### src/rtl/lsfc_pkg.sv
// Shared types, constants and lookup functions of the LED strip fade controller.
`timescale 1ns / 1ps
`default_nettype none
package lsfc_pkg;

  localparam int LSFC_LED_COUNT = 10;

  localparam int InDataW  = 72;
  localparam int CfgIdxW  = 3;
  localparam int CfgDataW = 16;

  // Configuration register indexes
  typedef enum logic [CfgIdxW-1:0] {
    CFG_BRIGHT_LVL = 3'd0,
    CFG_FWD_IDX    = 3'd1,
    CFG_BWD_IDX    = 3'd2,
    CFG_IDLE_MODE  = 3'd3,
    CFG_CELLS      = 3'd4,
    CFG_IDLE_DELAY = 3'd5
  } lsfc_cfg_idx_t;

  // Idle display modes
  localparam logic [1:0] IDLE_NORMAL  = 2'd0;
  localparam logic [1:0] IDLE_BAT_COL = 2'd1;
  localparam logic [1:0] IDLE_BAT_BAR = 2'd2;
  localparam logic [1:0] IDLE_OFF     = 2'd3;

  // Menu numbers with a meaning of their own
  localparam logic [3:0] MENU_NONE     = 4'd0;
  localparam logic [3:0] MENU_DIR_LAST = 4'd3;
  localparam logic [3:0] MENU_DIR_REV  = 4'd3;
  localparam logic [3:0] MENU_IDLE_SEL = 4'd4;
  localparam logic [3:0] MENU_CELLS    = 4'd5;

  localparam logic [31:0] PREVIEW_COLOR = 32'h0064_6464;
  localparam logic [31:0] MODE_COLOR    = 32'h0000_6400;
  localparam logic [31:0] CELLS_COLOR   = 32'h0000_0064;

  localparam logic [7:0] FADE_STEP   = 8'd20;
  localparam logic [8:0] DIM_STEP    = 9'd10;
  localparam logic [8:0] RISE_STEP   = 9'd30;
  localparam logic signed [20:0] SPEED_DEADBAND = 21'sd25;
  localparam logic [15:0] BAR_DIVISOR = 16'd510;

  localparam logic [1:0]  RST_BRIGHT_LVL = 2'd0;
  localparam logic [2:0]  RST_FWD_IDX    = 3'd0;
  localparam logic [2:0]  RST_BWD_IDX    = 3'd5;
  localparam logic [1:0]  RST_IDLE_MODE  = IDLE_NORMAL;
  localparam logic [5:0]  RST_CELLS      = 6'd12;
  localparam logic [15:0] RST_IDLE_DELAY = 16'd2000;

  // Input item, last field in the lowest bits
  typedef struct packed {
    logic [7:0]         battery_level;
    logic [3:0]         long_press_count;
    logic [3:0]         press_count;
    logic [31:0]        now_ms;
    logic signed [20:0] motor_speed;
    logic               switch_active;
  } lsfc_item_t;

  typedef struct packed {
    logic [1:0]  brightness_level;
    logic [2:0]  forward_color_index;
    logic [2:0]  backward_color_index;
    logic [1:0]  idle_display_mode;
    logic [5:0]  battery_series_cells;
    logic [15:0] idle_delay_ms;
  } lsfc_cfg_t;

  // Per-tick state apart from the LED mask
  typedef struct packed {
    logic        heading_fwd;
    logic [31:0] last_act_ms;
    logic        idle_faded;
    logic [31:0] front_shown;
    logic [31:0] rear_shown;
    logic [31:0] front_lit;
    logic [31:0] rear_lit;
    logic [7:0]  cur_bright;
    logic [1:0]  seen_bright_lvl;
    logic [2:0]  seen_fwd_idx;
    logic [2:0]  seen_bwd_idx;
  } lsfc_state_t;

  // Palette; index seven saturates to entry six
  function automatic logic [31:0] pal_color(input logic [2:0] idx);
    logic [31:0] c;
    case (idx)
      3'd0:    c = 32'hFFFF_FFFF;
      3'd1:    c = 32'h0000_00FF;
      3'd2:    c = 32'h0000_FFFF;
      3'd3:    c = 32'h0000_FF00;
      3'd4:    c = 32'h00FF_FF00;
      3'd5:    c = 32'h00FF_0000;
      default: c = 32'h00FF_00FF;
    endcase
    return c;
  endfunction

  function automatic logic [7:0] active_lvl(input logic [1:0] lvl);
    logic [7:0] b;
    case (lvl)
      2'd0:    b = 8'hFF;
      2'd1:    b = 8'h88;
      2'd2:    b = 8'h44;
      default: b = 8'h00;
    endcase
    return b;
  endfunction

  function automatic logic [7:0] idle_lvl(input logic [1:0] lvl);
    logic [7:0] b;
    case (lvl)
      2'd0:    b = 8'h0A;
      2'd1:    b = 8'h05;
      2'd2:    b = 8'h01;
      default: b = 8'h00;
    endcase
    return b;
  endfunction

endpackage
`default_nettype wire

### src/rtl/led_strip_fade_controller_core.sv
// Top level of the LED strip fade controller: request registers, state and result.
`timescale 1ns / 1ps
`default_nettype none
// One update request per tick drives two LED strips. Each request carries the foot
// switch, signed motor speed, millisecond time, button counts and battery level;
// each yields exactly one result: front colour, rear colour (W R G B bytes), a
// lit-LED mask shared by both strips and a global brightness. Requests are taken
// into an input register; the whole update is one pass of shallow compare/add
// logic from that register into the state registers, which double as the result
// register. Throughput is one request per clock unless the output stalls, and a
// result is registered as its request advances. A new request is taken while a
// result waits, and the input register holds one more request during an output
// stall. Travel direction latches outside a +-25 deadband, colours fade by 20 per
// byte per tick, brightness falls by 10 or rises by 30 per tick toward the active
// or idle level. Configuration is written through cfg_we/cfg_index/cfg_wdata and
// must only change while no request is in flight; unknown indexes are dropped.
module led_strip_fade_controller_core
  import lsfc_pkg::*;
#(
  parameter  int LED_COUNT = LSFC_LED_COUNT,
  localparam int OutDataW  = ((64 + LED_COUNT + 8 + 7) / 8) * 8
) (
  input  wire logic                 clk,
  input  wire logic                 rst_n,
  // switch_active, motor_speed, now_ms, press_count, long_press_count,
  // battery_level, zero padding
  input  wire logic [InDataW-1:0]   in_tdata,
  input  wire logic                 in_tvalid,
  output logic                      in_tready,
  // front_color, rear_color, lit_mask, strip_brightness, zero padding
  output logic      [OutDataW-1:0]  out_tdata,
  output logic                      out_tvalid,
  input  wire logic                 out_tready,
  input  wire logic                 cfg_we,
  input  wire logic [CfgIdxW-1:0]   cfg_index,
  input  wire logic [CfgDataW-1:0]  cfg_wdata
);

  lsfc_cfg_t            cfg_r;
  lsfc_item_t           item_r;
  logic                 item_v_r;
  logic                 out_v_r;
  lsfc_state_t          st_r;
  lsfc_state_t          st_nxt;
  logic [LED_COUNT-1:0] mask_r;
  logic [LED_COUNT-1:0] mask_nxt;
  logic                 advance;
  lsfc_cfg_idx_t        cfg_sel;

  // Advance the held request when the result slot is free or being emptied
  assign advance   = item_v_r && (!out_v_r || out_tready);
  assign in_tready = !item_v_r || advance;

  // Configuration registers
  assign cfg_sel = lsfc_cfg_idx_t'(cfg_index);
  always_ff @(posedge clk) begin
    if (!rst_n) begin
      cfg_r.brightness_level     <= RST_BRIGHT_LVL;
      cfg_r.forward_color_index  <= RST_FWD_IDX;
      cfg_r.backward_color_index <= RST_BWD_IDX;
      cfg_r.idle_display_mode    <= RST_IDLE_MODE;
      cfg_r.battery_series_cells <= RST_CELLS;
      cfg_r.idle_delay_ms        <= RST_IDLE_DELAY;
    end else if (cfg_we) begin
      case (cfg_sel)
        CFG_BRIGHT_LVL: cfg_r.brightness_level     <= cfg_wdata[1:0];
        CFG_FWD_IDX:    cfg_r.forward_color_index  <= cfg_wdata[2:0];
        CFG_BWD_IDX:    cfg_r.backward_color_index <= cfg_wdata[2:0];
        CFG_IDLE_MODE:  cfg_r.idle_display_mode    <= cfg_wdata[1:0];
        CFG_CELLS:      cfg_r.battery_series_cells <= cfg_wdata[5:0];
        CFG_IDLE_DELAY: cfg_r.idle_delay_ms        <= cfg_wdata;
        default: ;
      endcase
    end
  end

  // Input register: payload needs no reset
  always_ff @(posedge clk) begin
    if (in_tvalid && in_tready) begin
      item_r <= lsfc_item_t'(in_tdata[$bits(lsfc_item_t)-1:0]);
    end
  end

  always_ff @(posedge clk) begin
    if (!rst_n) begin
      item_v_r <= 1'b0;
    end else if (in_tvalid && in_tready) begin
      item_v_r <= 1'b1;
    end else if (advance) begin
      item_v_r <= 1'b0;
    end
  end

  lsfc_update #(
    .LED_COUNT (LED_COUNT)
  ) u_update (
    .item_i (item_r),
    .cfg_i  (cfg_r),
    .st_i   (st_r),
    .mask_i (mask_r),
    .st_o   (st_nxt),
    .mask_o (mask_nxt)
  );

  // State and result registers; hold everything while the result is stalled
  always_ff @(posedge clk) begin
    if (!rst_n) begin
      st_r.heading_fwd     <= 1'b1;
      st_r.last_act_ms     <= '0;
      st_r.idle_faded      <= 1'b0;
      st_r.front_shown     <= pal_color(RST_FWD_IDX);
      st_r.rear_shown      <= pal_color(RST_BWD_IDX);
      st_r.front_lit       <= pal_color(RST_FWD_IDX);
      st_r.rear_lit        <= pal_color(RST_BWD_IDX);
      st_r.cur_bright      <= '0;
      st_r.seen_bright_lvl <= RST_BRIGHT_LVL;
      st_r.seen_fwd_idx    <= RST_FWD_IDX;
      st_r.seen_bwd_idx    <= RST_BWD_IDX;
      mask_r               <= '1;
    end else if (advance) begin
      st_r   <= st_nxt;
      mask_r <= mask_nxt;
    end
  end

  always_ff @(posedge clk) begin
    if (!rst_n) begin
      out_v_r <= 1'b0;
    end else if (advance) begin
      out_v_r <= 1'b1;
    end else if (out_tready) begin
      out_v_r <= 1'b0;
    end
  end

  assign out_tvalid = out_v_r;

  always_comb begin
    out_tdata                       = '0;
    out_tdata[31:0]                 = st_r.front_lit;
    out_tdata[63:32]                = st_r.rear_lit;
    out_tdata[64 +: LED_COUNT]      = mask_r;
    out_tdata[64 + LED_COUNT +: 8]  = st_r.cur_bright;
  end

endmodule
`default_nettype wire

### src/rtl/lsfc_fade.sv
// Per-byte W/R/G/B colour fade by a fixed step toward a target colour.
`timescale 1ns / 1ps
`default_nettype none
module lsfc_fade
  import lsfc_pkg::*;
(
  input  wire logic [31:0] cur_i,
  input  wire logic [31:0] want_i,
  output logic      [31:0] res_o
);

  always_comb begin
    logic [7:0] c;
    logic [7:0] d;
    logic [7:0] diff;
    res_o = '0;
    for (int b = 0; b < 4; b++) begin
      c    = cur_i[8*b +: 8];
      d    = want_i[8*b +: 8];
      diff = (d > c) ? (d - c) : (c - d);
      if (diff < FADE_STEP) begin
        res_o[8*b +: 8] = d;
      end else if (d > c) begin
        res_o[8*b +: 8] = c + FADE_STEP;
      end else begin
        res_o[8*b +: 8] = c - FADE_STEP;
      end
    end
  end

endmodule
`default_nettype wire

### src/rtl/lsfc_update.sv
// Next-state logic for one update tick: menus, direction, idle, fades, brightness.
`timescale 1ns / 1ps
`default_nettype none
module lsfc_update
  import lsfc_pkg::*;
#(
  parameter int LED_COUNT = LSFC_LED_COUNT
) (
  input  wire lsfc_item_t            item_i,
  input  wire lsfc_cfg_t             cfg_i,
  input  wire lsfc_state_t           st_i,
  input  wire logic [LED_COUNT-1:0]  mask_i,
  output lsfc_state_t                st_o,
  output logic      [LED_COUNT-1:0]  mask_o
);

  function automatic logic [LED_COUNT-1:0] low_bits(input logic [5:0] n);
    logic [LED_COUNT-1:0] m;
    for (int i = 0; i < LED_COUNT; i++) begin
      m[i] = (int'(n) > i);
    end
    return m;
  endfunction

  logic        menu_any;
  logic        menu_preview;
  logic        menu_dir;
  logic        menu_mode;
  logic        menu_cells;
  logic        heading;
  logic [31:0] last_act;
  logic        idle;
  logic        idle_faded;
  logic        idx_change;
  logic [31:0] lead;
  logic [31:0] trail;
  logic [31:0] front_tgt;
  logic [31:0] rear_tgt;
  logic [31:0] front_base;
  logic [31:0] rear_base;
  logic [31:0] bat_color;
  logic        normal_disp;
  logic [31:0] front_faded;
  logic [31:0] rear_faded;
  logic [9:0]  cells_x13;
  logic [3:0]  cells_q;
  logic [5:0]  cells_r;
  logic [2:0]  cells_n;
  logic [15:0] bar_num;
  logic [LED_COUNT-1:0] bar_mask;
  logic [LED_COUNT-1:0] preview_mask;
  logic [7:0]  bright_tgt;
  logic [8:0]  cur_ext;
  logic [8:0]  tgt_ext;

  assign menu_any     = (item_i.press_count != MENU_NONE);
  assign menu_preview = menu_any && (item_i.long_press_count == 4'd0);
  assign menu_dir     = menu_any && !menu_preview && (item_i.press_count <= MENU_DIR_LAST);
  assign menu_mode    = !menu_preview && (item_i.press_count == MENU_IDLE_SEL);
  assign menu_cells   = !menu_preview && (item_i.press_count == MENU_CELLS);

  // Direction: menu sets it first, speed outside the deadband overrides
  always_comb begin
    heading = menu_dir ? (item_i.press_count != MENU_DIR_REV) : st_i.heading_fwd;
    if (item_i.motor_speed > SPEED_DEADBAND) begin
      heading = 1'b1;
    end else if (item_i.motor_speed < -SPEED_DEADBAND) begin
      heading = 1'b0;
    end
  end

  assign last_act   = item_i.switch_active ? item_i.now_ms : st_i.last_act_ms;
  assign idle       = ((item_i.now_ms - last_act) >= {16'd0, cfg_i.idle_delay_ms});
  assign idle_faded = idle && st_i.idle_faded;

  assign lead      = pal_color(cfg_i.forward_color_index);
  assign trail     = pal_color(cfg_i.backward_color_index);
  assign front_tgt = heading ? lead : trail;
  assign rear_tgt  = heading ? trail : lead;
  assign idx_change = (st_i.seen_fwd_idx != cfg_i.forward_color_index) ||
                      (st_i.seen_bwd_idx != cfg_i.backward_color_index);
  assign front_base = idx_change ? front_tgt : st_i.front_shown;
  assign rear_base  = idx_change ? rear_tgt : st_i.rear_shown;

  assign bat_color   = {8'd0, 8'd255 - item_i.battery_level, item_i.battery_level, 8'd0};
  assign normal_disp = !idle || (cfg_i.idle_display_mode == IDLE_NORMAL);

  lsfc_fade u_fade_front (
    .cur_i  (front_base),
    .want_i (normal_disp ? front_tgt : bat_color),
    .res_o  (front_faded)
  );

  lsfc_fade u_fade_rear (
    .cur_i  (rear_base),
    .want_i (normal_disp ? rear_tgt : bat_color),
    .res_o  (rear_faded)
  );

  // Cell count mod five by reciprocal multiply (exact for six-bit values)
  assign cells_x13 = {4'd0, cfg_i.battery_series_cells} * 10'd13;
  assign cells_q   = cells_x13[9:6];
  assign cells_r   = cfg_i.battery_series_cells - 6'({2'd0, cells_q} * 6'd5);
  assign cells_n   = (cells_r == 6'd0) ? 3'd5 : cells_r[2:0];

  // Battery bar: LED i lit when round(level * LED_COUNT / 255) > i
  assign bar_num = 16'({8'd0, item_i.battery_level} * 16'(2 * LED_COUNT)) + 16'd255;
  always_comb begin
    for (int i = 0; i < LED_COUNT; i++) begin
      bar_mask[i] = (bar_num >= 16'((i + 1) * 510));
    end
  end

  always_comb begin
    preview_mask    = low_bits({2'd0, item_i.press_count});
    preview_mask[6] = 1'b0;
  end

  assign bright_tgt = idle ? idle_lvl(cfg_i.brightness_level)
                           : active_lvl(cfg_i.brightness_level);
  assign cur_ext = {1'b0, st_i.cur_bright};
  assign tgt_ext = {1'b0, bright_tgt};

  always_comb begin
    st_o   = st_i;
    mask_o = mask_i;
    if (menu_preview || menu_mode || menu_cells) begin
      st_o.cur_bright = active_lvl(cfg_i.brightness_level);
      if (menu_preview) begin
        st_o.front_lit = PREVIEW_COLOR;
        st_o.rear_lit  = PREVIEW_COLOR;
        mask_o         = preview_mask;
      end else if (menu_mode) begin
        st_o.front_lit = MODE_COLOR;
        st_o.rear_lit  = MODE_COLOR;
        mask_o         = low_bits({3'd0, 3'({1'b0, cfg_i.idle_display_mode} + 3'd1)});
      end else begin
        st_o.front_lit = CELLS_COLOR;
        st_o.rear_lit  = CELLS_COLOR;
        mask_o         = low_bits({3'd0, cells_n});
      end
    end else begin
      st_o.heading_fwd  = heading;
      st_o.last_act_ms  = last_act;
      st_o.idle_faded   = idle_faded;
      st_o.seen_fwd_idx = cfg_i.forward_color_index;
      st_o.seen_bwd_idx = cfg_i.backward_color_index;
      st_o.front_shown  = front_base;
      st_o.rear_shown   = rear_base;

      if (normal_disp || (idle_faded && cfg_i.idle_display_mode != IDLE_OFF)) begin
        st_o.front_shown = front_faded;
        st_o.rear_shown  = rear_faded;
        st_o.front_lit   = front_faded;
        st_o.rear_lit    = rear_faded;
        if (normal_disp || cfg_i.idle_display_mode == IDLE_BAT_COL) begin
          mask_o = '1;
        end else begin
          mask_o = bar_mask;
        end
      end else if (idle_faded) begin
        st_o.front_lit = '0;
        st_o.rear_lit  = '0;
        mask_o         = '0;
      end

      st_o.seen_bright_lvl = cfg_i.brightness_level;
      if (st_i.seen_bright_lvl != cfg_i.brightness_level) begin
        st_o.cur_bright = bright_tgt;
      end else if (cur_ext > tgt_ext) begin
        st_o.cur_bright = (cur_ext >= tgt_ext + DIM_STEP) ? 8'(cur_ext - DIM_STEP) : bright_tgt;
      end else if (cur_ext < tgt_ext) begin
        st_o.cur_bright = (cur_ext + RISE_STEP <= tgt_ext) ? 8'(cur_ext + RISE_STEP) : bright_tgt;
      end else if (idle) begin
        st_o.idle_faded = 1'b1;
      end
    end
  end

endmodule
`default_nettype wire

### config.mk
export PLATFORM = sky130hd
export DESIGN_NAME = led_strip_fade_controller_core
export DESIGN_NICKNAME = d
export VERILOG_FILES = /design/src/rtl/lsfc_pkg.sv /design/src/rtl/led_strip_fade_controller_core.sv /design/src/rtl/lsfc_fade.sv /design/src/rtl/lsfc_update.sv
export SDC_FILE = /design/constraint.sdc
export NUM_CORES = 1
export LEC_CHECK = 0
export ABC_AREA = 1
export BUFFER_PORTS_ARGS = -buffer_cell sky130_fd_sc_hd__buf_4
export CAP_MARGIN = 20
export CORE_ASPECT_RATIO = 0.75
export CORE_MARGIN = 1
export CORE_UTILIZATION = 45
export DETAILED_ROUTE_END_ITERATION = 8
export GPL_ROUTABILITY_DRIVEN = 0
export PLACE_DENSITY = 0.63
export SYNTH_ARGS = -nofsm -noshare
export SYNTH_HDL_FRONTEND = slang
export SYNTH_SLANG_ARGS = --single-unit
export TNS_END_PERCENT = 10
### constraint.sdc
create_clock -name clk -period 7.81 [get_ports clk]
set_clock_uncertainty 0.15 [all_clocks]
set_input_delay 0 -clock clk [delete_from_list [all_inputs] [get_ports clk]]
set_output_delay 0 -clock clk [all_outputs]
set_load 0.02 [all_outputs]
; After elaboration in Yosys (flattened, before gate mapping)
; Cells that the tools add are included.
[word_totals]
ff_bits = 292
output_inout_bits = 90
wordCells = 259
inputBits = 96
[op_classes]
n_mul = 3
n_bitwise = 1
n_lt_le_gt_ge = 57
n_mux = 65
n_eq_ne = 25
n_reduce_logical = 42
n_addsub = 40
[op_table]
columns = cell, n
row1 = $pmux W32 S6, 2
row2 = $mux W64, 4
row3 = $mux W8, 30
row4 = $mux W32, 7
row5 = $sub A8 B8 Y8, 16
row6 = $gt A8 B8 Y1, 9
row7 = $mux W72, 1
row8 = $add A8 B5 Y8 const B, 8
row9 = $ge A16 B12 Y1 const B, 4
row10 = $lt A8 B5 Y1 const B, 8
row11 = $sub A8 B5 Y8 const B, 8
row12 = $mux W10, 5
row13 = $mux W47, 1
row14 = $ge A16 B11 Y1 const B, 2
row15 = $ge A16 B13 Y1 const B, 2
row16 = $ge A32 B16 Y1, 1
row17 = $sub A32 B32 Y32, 1
row18 = $pmux W8 S3, 1
row19 = $gt A21 B6 Y1 const B, 1
row20 = $lt A21 B6 Y1 const B, 1
row21 = $eq A3 B2 Y1 const B, 6
row22 = $eq A3 B3 Y1 const B, 6
row23 = $gt A3 B3 Y1 const B, 6
row24 = $reduce_and A2 Y1, 9
row25 = 45 further kinds, 94

; Logic depth before layout (Yosys ltp)
; Gate-level depths: netlist of run 1.
[depth]
word_depth = 16
ltp_mapped = 53

; Cells and area by module
; A second synthesis of run 1 with hierarchy kept.
[hier_totals]
hier_cells = 5026
hier_area_um2 = 30419.2
[by_module_without_submodules]
columns = mod, cells_each, area_each_um2, instances
row1 = led_strip_fade_controller_core, 1272, 11123.2, 1
row2 = lsfc_update, 2110, 10500.1, 1
row3 = lsfc_fade, 822, 4398.0, 2

; Worst setup path after synthesis of run 1
; Ideal clock, no wire load.
[synth_timing]
path_kind = register -> register
from = register item_r[0] (netlist name)
to = register st_r[95] (netlist name)
arrival_time_ns = 6.413
n_path_buf = 3
slack_ns = 1.113
synth_period_minus_slack_ns = 6.697
path_stages_with_launch = 47
t_required_ns = 7.526
cell_sequence = edfxtp_1 inv_1 clkbuf_1 clkbuf_1 nand2_1 o21ai_0 ha_1 nand2_2 inv_2 a21oi_1 nand2_2 nand2_1 nand2_2 xor2_1 ha_1 nand2_1 a21oi_1 a211oi_1 [... 11 more ...] buf_2 a21oi_1 o21ai_0 nand2_1 o211ai_1 nand2_1 nand2_1 nand2_2 clkinv_1 ha_1 a21oi_1 o21ai_0 a21oi_1 inv_1 nand2_1 nand3_1 nand3_1 a31oi_1
[synth_between]
elab_chain_cells = 11
elab_cells_between_ends = 17
[synth_lines]
columns = item, line
row1 = start: declaration, led_strip_fade_controller_core.sv:40  ; lsfc_item_t item_r;
row2 = start signal: assignment, led_strip_fade_controller_core.sv:80  ; item_r <= lsfc_item_t'(in_tdata[$bits(lsfc_item_t)-1:0]);
row3 = $mux W32 (*), lsfc_update.sv:72  ; assign last_act = item_i.switch_active ? item_i.now_ms : st_i.last_act_ms;
row4 = $sub A32 B32 Y32 (*), lsfc_update.sv:73  ; assign idle = ((item_i.now_ms - last_act) >= {16'd0, cfg_i.idle_delay_ms});
row5 = $ge A32 B16 Y1 (*), lsfc_update.sv:73
row6 = $logic_not A1 Y1, lsfc_update.sv:86  ; assign normal_disp = !idle || (cfg_i.idle_display_mode == IDLE_NORMAL);
row7 = $logic_or A1 B1 Y1, lsfc_update.sv:86
row8 = $mux W32, lsfc_update.sv:96  ; .want_i (normal_disp ? rear_tgt : bat_color),
row9 = $sub A8 B8 Y8 or $gt A8 B8 Y1 (tied branches), "lsfc_fade.sv:20, lsfc_fade.sv:23"
row10 = $mux W8, lsfc_fade.sv:20  ; diff = (d > c) ? (d - c) : (c - d);
row11 = $lt A8 B5 Y1, lsfc_fade.sv:21  ; if (diff < FADE_STEP) begin
row12 = $mux W8, lsfc_fade.sv:21
row13 = $mux W64 (*), lsfc_update.sv:151  ; if (normal_disp || (idle_faded && cfg_i.idle_display_mode != IDLE_OFF)) begin
row14 = end signal: assignment, led_strip_fade_controller_core.sv:121  ; st_r <= st_nxt;
row15 = end: declaration, led_strip_fade_controller_core.sv:43  ; lsfc_state_t st_r;
; Mark *: on every way between the ends. The rest lies on a longest branch, timed or not.
; A chain may end at the register's enable or synchronous reset.

; Worst setup path in the final report of run 1
[layout_timing]
from = register item_r[0] (netlist name)
to = register st_r (netlist bit out_tdata[62])
[layout_between]
elab_chain_cells = 12
elab_cells_between_ends = 20
[layout_lines]
columns = item, line
row1 = $mux W32 (*), lsfc_update.sv:72
row2 = $sub A32 B32 Y32 (*), lsfc_update.sv:73
row3 = $ge A32 B16 Y1 (*), lsfc_update.sv:73
row4 = $logic_not A1 Y1, lsfc_update.sv:86
row5 = $logic_or A1 B1 Y1, lsfc_update.sv:86
row6 = $mux W32, lsfc_update.sv:96
row7 = $sub A8 B8 Y8 or $gt A8 B8 Y1 (tied branches), "lsfc_fade.sv:20, lsfc_fade.sv:23"
row8 = $mux W8, lsfc_fade.sv:20
row9 = $lt A8 B5 Y1, lsfc_fade.sv:21
row10 = $mux W8, lsfc_fade.sv:21
row11 = $mux W64, lsfc_update.sv:151
row12 = $mux W72, lsfc_update.sv:127  ; if (menu_preview || menu_mode || menu_cells) begin
; Marks and branches as above.

==> results of run 1 <==
routing by layer:
layer / GRT usage (%) / part of all wire, % / vias up
met1: 40.48 / 51 / 11638
met5: 0 / 0 / -
met3: 3.740 / 7.2 / 102
li1: - / - / 13187
met4: 5.741 / 1.8 / 0
met2: 38.81 / 40 / 812
where the power goes:
part | switching [mW] | internal, mW | total (mW)
Clock | 0.690 | 1.02 | 1.71
Combinational | 3.47 | 2.04 | 5.51
Sequential | 0.0952 | 1.70 | 1.79
flip-flops by register name, indices dropped and copies added (netlist names):
register	cells
item_v_r	1
item_r	70
out_tvalid	1
out_tdata	72
st_r	106
cfg_r	32
mask_r	10
cell usage in the layout, fill, tap and decap left out, types with 7 or more instances in the layout:
cell / count
edfxtp_1: 70
o21a_1: 9
o21ai_0: 272
or2_2: 19
inv_2: 25
dfxtp_1: 222
clkbuf_16: 37
a21o_1: 8
nand2_4: 9
nand4_1: 45
xor2_1: 97
a21oi_1: 345
buf_4: 230
dlygate4sd3_1: 174
o21ai_1: 27
nand2_2: 15
o221ai_1: 21
o21bai_1: 9
conb_1: 7
fa_1: 15
xnor2_1: 39
a31oi_1: 17
clkbuf_1: 9
nor3_1: 20
inv_1: 530
nand3_1: 171
nor2_1: 231
o211ai_1: 37
ha_1: 265
a211oi_1: 12
nand2_1: 1104
o311ai_0: 8
worst max-delay path: cells and delay by family, from the launching register on:
kind            cells  cell delay (ps)
flops               1              440
fa+ha+maj           4             1310
simple gates       23             2900
buf+inv             9             1110
xor+xnor            2              290
compound gates      7             1000
path summary, 6_finish.rpt:
path | from | end | slack [ps] | cells past startpoint
worst min register to register | st_r[160] | st_r[160] | 300 | 2
worst max-delay path | item_r[0] | out_tdata[62] | 450 | 45
worst max register to register | item_r[0] | out_tdata[62] | 450 | 45
worst min-delay path | in_tdata[21] | item_r[21] | 20 | 2
layout make-up:
class | instances | area, um2 | area share [%]
multi-input cells | 2876 | 16240 | 53.17
flip-flops and latches | 292 | 6546 | 21.43
repair buffers | 408 | 3545 | 11.60
inverters | 563 | 2130 | 6.970
clock buffers | 49 | 989.7 | 3.239
well taps | 731 | 914.6 | 2.994
clock inverters | 12 | 181.4 | 0.5938
diodes | 1 | 2.502 | 0.008191
repair_timing:
action                                 4_1_cts  5_1_grt
setup endpoints to repair                    0      126
endpoints found under the hold margin      159        0
hold buffers                               174        0
gates resized for setup                      0       52
buffers inserted                             0       19
logic make-up after synthesis:
group                    after synthesis
multiplexers                           1
adder cells (fa/ha/maj)              287
other                                  2
AND/OR/NAND/NOR                     1653
flip-flops                           292
XOR/XNOR                             137
AO/OA/AOI/OAI                        791
buffers and inverters                763
stage by stage:
stage / utilization, % / TNS, ps / std cells / setup WS, ps
2_1_floorplan: - / 0 / 3931 / 1113
3_3_place_gp: 48.48 / 0 / 4676 / 299.8
3_5_place_dp: 48.48 / 0 / 4676 / 238.7
4_1_cts: 53.65 / 0 / 4911 / 183.6
5_1_grt: 54.26 / -9.616 / 4932 / -9.616
6_report: 54.26 / 0 / 4932 / 447.4
==> results by group, run 1 <==
Outcome
  • Status: completed

Placement
  • Detailed placer's ending HPWL: 57030 um
  • Port-buffer cells: 177
  • Area post-placement: 27290 um2

Worst setup path
  • Crit path kind: register to register
  • Crit-path max FO: 27
  • Cell repeated most along the worst path: nand2_1
  • Crit-path max cell delay: 440 ps
  • CP endpoint kind: register
  • CP Launch Type: register
  • Data arrival, critical path: 7680 ps
  • CP max-delay cell: edfxtp_1
  • Worst EP required: 8130 ps

Synthesis
  • Post-synth cell types: 59
  • Top-count cell post-synth: nand2_1
  • Mux contribution to synthesized area: 0.03873%
  • Leading area contributor after synthesis: dfxtp_1
  • Post-synth top cells: 1111 x nand2_1, 541 x inv_1, 349 x a21oi_1
  • EDFF count, synth: 70
  • Area fraction of the dominant cell type after synthesis: 17.20%
  • Post-synthesis sequential area ratio: 25.33%
  • Syn avg cell area: 6.582 um2
  • Synth Instances: 3926
  • Compound-Gate Fraction of Synth Area: 16.82%
  • Simple-gate share of the synthesized area: 26.23%
  • Largest family of logic cells by synthesized area: simple AND/OR/NAND/NOR gates
  • Adder-cell share of the synthesized area: 14.33%
  • Ys Warns: 0
  • Synth Area in XOR/XNOR: 4.696%
  • Main area contributors after synthesis: dfxtp_1 17%, nand2_1 16%, ha_1 13%
  • Top FF cell, synth: dfxtp_1
  • Synthesis-stage register bit count: 292
  • Cell Area, Synth: 25840 um2
  • Asr flop ratio synth: 0%

GRT
  • GRT Overall Usage: 26.45%
  • Initial antenna violation count: 1
  • Global-route wire length before repair: 125300 um
  • Vias in the first global route: 23304
  • Overflow after GRT: 0
  • Largest net degree at the start of global routing: 77

Timing
  • Hold Vio Cnt, Final: 0
  • Max Slew Vio Count: 0
  • Slew headroom: 31.95%
  • Final setup viols: 0
  • Fin crit share: 94.27%
  • Hold WS: 17.93 ps
  • Final min period: 7363 ps
  • Worst-Margin Slew: 1017 ps
  • Achievable frequency: 135.8 MHz

Clock network
  • CTS sink cnt: 292
  • Clock tree buffer depth: 3
  • Clk slew on worst S/H paths: 60 ps
  • TritonCTS clock tree: built
  • Clk root buf: clkbuf_16
  • Num CTS Buffers: 34
  • CTS H-Tree Depth: 2
  • Clk_lat worst skew: 570 ps

Layout
  • Design area: 30550 um2
  • Nets: 4558
  • Layout area overhead: 18.22%
  • Layout cells sized above 1: 9.452%
  • Fill count: 5582

Hold path
  • HP Class: input pin to register

Floorplan
  • Site Rows: 75
  • IO Count: 186
  • Die Y-Extent: 209.5 um
  • Die area: 58400 um2
  • Core footprint: 56300 um2
  • Initial Util: 45.90%
  • Chip width: 278.7 um

Detailed routing
  • Routed wire per std cell: 15.93 um
  • Routed Antenna Nets: 0
  • Post-route DRC: 0
  • Iteration-0 DRC Markers: 2159
  • Final wirelength: 78570 um
  • 1st-pass router iterations: 5
  • Via count: 25739
  • Vias per inst: 5.219

Pwr
  • Cell Pwr Density: 294.9 nW/um2
  • Maximum VDD drop: 0.1816 mV
  • Leakage: 15.40 nW
  • Power, Total: 9.010 mW

Job
  • Max-Cap Viols: 0
Power figures use the tool's default switching activity.
==> run 2, diff against run 1 <==
Settings changed: ABC_AREA 1 to 0, PLACE_DENSITY 0.63 to 0.64.
==> run 2 against run 1 <==
- the run now ends with setup timing left
- first-iteration DRC count fell by 1.9%
- area after synthesis decreased by 5.8%
- via count down 4.9%
- combinational power about the same
- wire length rose by 2.2%
- sequential share of layout area fell by 0.76 points
- worst hold slack better by 1.4 ps
- non-clock buffer count is 231 higher
- critical path depth down 12
- clock power hardly changed
- final area rose by 3.7%
==> results by group, run 2 <==
Clock network
  • CTS H-Tree Depth: 2 (unchanged)
  • Clock tree buffer depth: 3 (unchanged)
  • CTS sink cnt: 292 (unchanged)
  • Clk_lat worst skew: 560 ps (about the same)
  • Clk slew on worst S/H paths: 60 ps (about the same)
  • Clk root buf: clkbuf_16
  • Num CTS Buffers: 35 (+2.9%)
  • TritonCTS clock tree: built

Worst setup path
  • CP endpoint kind: register
  • Crit-path max FO: 8 (-70%)
  • Crit-path max cell delay: 370 ps (-70 ps)
  • Crit path kind: register to register
  • CP max-delay cell: o31a_1
  • Crit path launch: item_r[0]
  • CP Launch Type: register
  • Data arrival, critical path: 8110 ps (+430 ps)
  • RR Startpoint: item_r[0]
  • Worst EP required: 8030 ps (-100 ps)

Pwr
  • Maximum VDD drop: 0.1735 mV (-4.5%)
  • Cell Pwr Density: 285.9 nW/um2 (-3.0%)
  • Leakage: 13.82 nW (-10%)

Detailed routing
  • Vias per inst: 5.851 (+12%)
  • Final wirelength: 80280 um (+2.2%)
  • 1st-pass router iterations: 6 (+1)
  • Routed Antenna Nets: 0 (unchanged)
  • Routed wire per std cell: 19.20 um (+21%)
  • Iteration-0 DRC Markers: 2118 (-1.9%)
  • Via count: 24467 (-4.9%)
  • Post-route DRC: 0 (unchanged)

Floorplan
  • Core footprint: 53160 um2 (-5.6%)
  • IO Count: 186 (unchanged)
  • Die Y-Extent: 203.4 um (-2.9%)
  • Die area: 55030 um2 (-5.8%)
  • Initial Util: 45.79% (-0.11 points)
  • Site Rows: 73 (-2.7%)
  • Chip width: 270.5 um (-2.9%)

Layout
  • Layout cells sized above 1: 22.95% (+14 points)
  • Most flops, register: st_r
  • Fill count: 4549 (-19%)
  • Most common cell after layout, fill and taps aside: buf_4
  • Design area: 31680 um2 (+3.7%)
  • Layout area overhead: 30.17%
  • Most frequent cells in the layout: 471 x buf_4, 262 x nand2_1, 249 x ha_1
  • Cell Count, Final, Fillers Out: 4182 (-15%)
  • Nets: 3825 (-16%)
  • Max reg flops: 106 (unchanged)

GRT
  • Largest net degree at the start of global routing: 126 (+64%)
  • Overflow after GRT: 0 (unchanged)
  • Vias in the first global route: 23338 (+0.15%)
  • GRT Overall Usage: 27.43% (+0.99 points)
  • Global-route wire length before repair: 123100 um (-1.8%)
  • Initial antenna violation count: 2 (+1)

Synthesis
  • Adder-cell share of the synthesized area: 15.22% (+0.88 points)
  • Ys Warns: 0 (unchanged)
  • Post-synthesis sequential area ratio: 26.90% (+1.6 points)
  • Simple-gate share of the synthesized area: 16.48% (-9.8 points)
  • Compound-Gate Fraction of Synth Area: 23.54% (+6.7 points)
  • Main area contributors after synthesis: dfxtp_1 18%, ha_1 14%, edfxtp_1 8.6%
  • Post-synth cell types: 99 (+68%)
  • EDFF count, synth: 70 (unchanged)
  • Area fraction of the dominant cell type after synthesis: 18.26% (+1.1 points)
  • Syn avg cell area: 8.206 um2 (+25%)
  • Mux contribution to synthesized area: 5.547% (+5.5 points)
  • Cell Area, Synth: 24340 um2 (-5.8%)
  • Largest family of logic cells by synthesized area: compound AO/OA/AOI/OAI gates
  • Synth Area in XOR/XNOR: 4.519% (-0.18 points)
  • Top-count cell post-synth: ha_1
  • Leading area contributor after synthesis: dfxtp_1
  • Post-synth top cells: 272 x ha_1, 268 x nand2_1, 246 x a21oi_1
  • Asr flop ratio synth: 0% (unchanged)
  • Top FF cell, synth: dfxtp_1
  • Synth Instances: 2966 (-24%)
  • Synthesis-stage register bit count: 292 (unchanged)

Timing
  • Slew headroom: 31.23% (-0.72 points)
  • Fin crit share: 101.1% (+6.8 points)
  • Worst-Margin Slew: 1032 ps (+14.71 ps)
  • Achievable frequency: 126.7 MHz (-6.7%)
  • RSZ-0062 raised after global routing: yes
  • Max Slew Vio Count: 0 (unchanged)
  • Final min period: 7893 ps (+530.1 ps)
  • Setup ws final: -82.72 ps (-530.1 ps)
  • Final setup viols: 13 (+13)
  • Hold Vio Cnt, Final: 0 (unchanged)

Placement
  • Detailed placer's ending HPWL: 56350 um (-1.2%)
  • Placed Cells: 3938 (-16%)
  • Port-buffer cells: 177 (unchanged)
  • Pre-CTS WS: -625.6 ps (-864.3 ps)
  • Area post-placement: 27740 um2 (+1.6%)

Outcome
  • Failing checks: setup timing
  • Status: complete, but fails checks

Hold path
  • Hold_sp: in_tdata[48]
  • HP Class: input pin to register

Job
  • Max-Cap Viols: 0 (unchanged)
run 2: kinds of logic (layout without fill, tap and decap cells):
logic type      Yosys count  in the layout
xor+xnor                124            124
compound gates          889            890
other cells               2              9
buf+inv                 409            905
simple gates            832            832
flops                   292            292
mux                     131            131
fa+ha+maj               287            287
run 2: path summary, 6_finish.rpt:
check                  end  depth (start not counted)  slack, ps
max              st_r[114]                         33        -80
min             item_r[48]                          2         20
max reg2reg      st_r[114]                         33        -80
min reg2reg  out_tdata[30]                          2        300
run 2: critical path: cells and delay by family, from the launching register on:
family | cells | cell delay (ps)
DFF | 1 | 350
xor gates and xnor gates | 2 | 350
muxes | 1 | 360
adders and majority gates | 4 | 1060
and+or+nand+nor | 9 | 1550
buffers and inverters | 3 | 490
AOI/OAI and AO/OA | 14 | 3370
run 2: area by class of cell:
| type | instances | area, um2 | share of cell area [%] |
|---|---|---|---|
| flip-flops and latches | 292 | 6546 | 20.66 |
| well taps | 712 | 890.9 | 2.812 |
| multi-input cells | 2271 | 16960 | 53.52 |
| diodes | 2 | 5.005 | 0.01580 |
| inverters | 203 | 763.2 | 2.409 |
| repair buffers | 639 | 5319 | 16.79 |
| clock inverters | 10 | 93.84 | 0.2962 |
| clock buffers | 53 | 1107 | 3.495 |
run 2: timing repair:
| action | in CTS | in global routing |
|---|---|---|
| gates resized for setup | 31 | 217 |
| pin swaps | 10 | 69 |
| gates cloned | 0 | 3 |
| setup endpoints to repair | 124 | 136 |
| setup buffers | 6 | 23 |
| hold endpoints to repair | 115 | 0 |
| hold buffers | 149 | 0 |
run 2: where the power goes:
group | switching [mW] | leakage, nW | internal, mW
combinational | 2.94 | 10.7 | 2.56
clock | 0.696 | 0.573 | 1.02
sequential | 0.128 | 2.51 | 1.71
total | 3.77 | 13.8 | 5.29
run 2: layer usage:
layer  global-route usage (%)  wire length [um]  vias up
met2                    45.52             37280      990
met1                    36.83             34930    11711
met3                    3.992              5817      152
li1                         -                 -    11614
met4                    8.273              2244        0
met5                        0                 0        -
run 2: metrics by stage:
stage	util [%]	setup TNS [ps]	hold slack [ps]	power, mW
after floorplan	-	-4.902	-51.13	5.052
after global placement	52.18	-5060	27.91	6.518
after detailed placement	52.18	-26110	29.26	6.657
after CTS	57.56	-3.890	0.1843	8.555
after global routing	59.60	-22820	16.07	9.630
final	59.60	-506.7	19.35	9.059
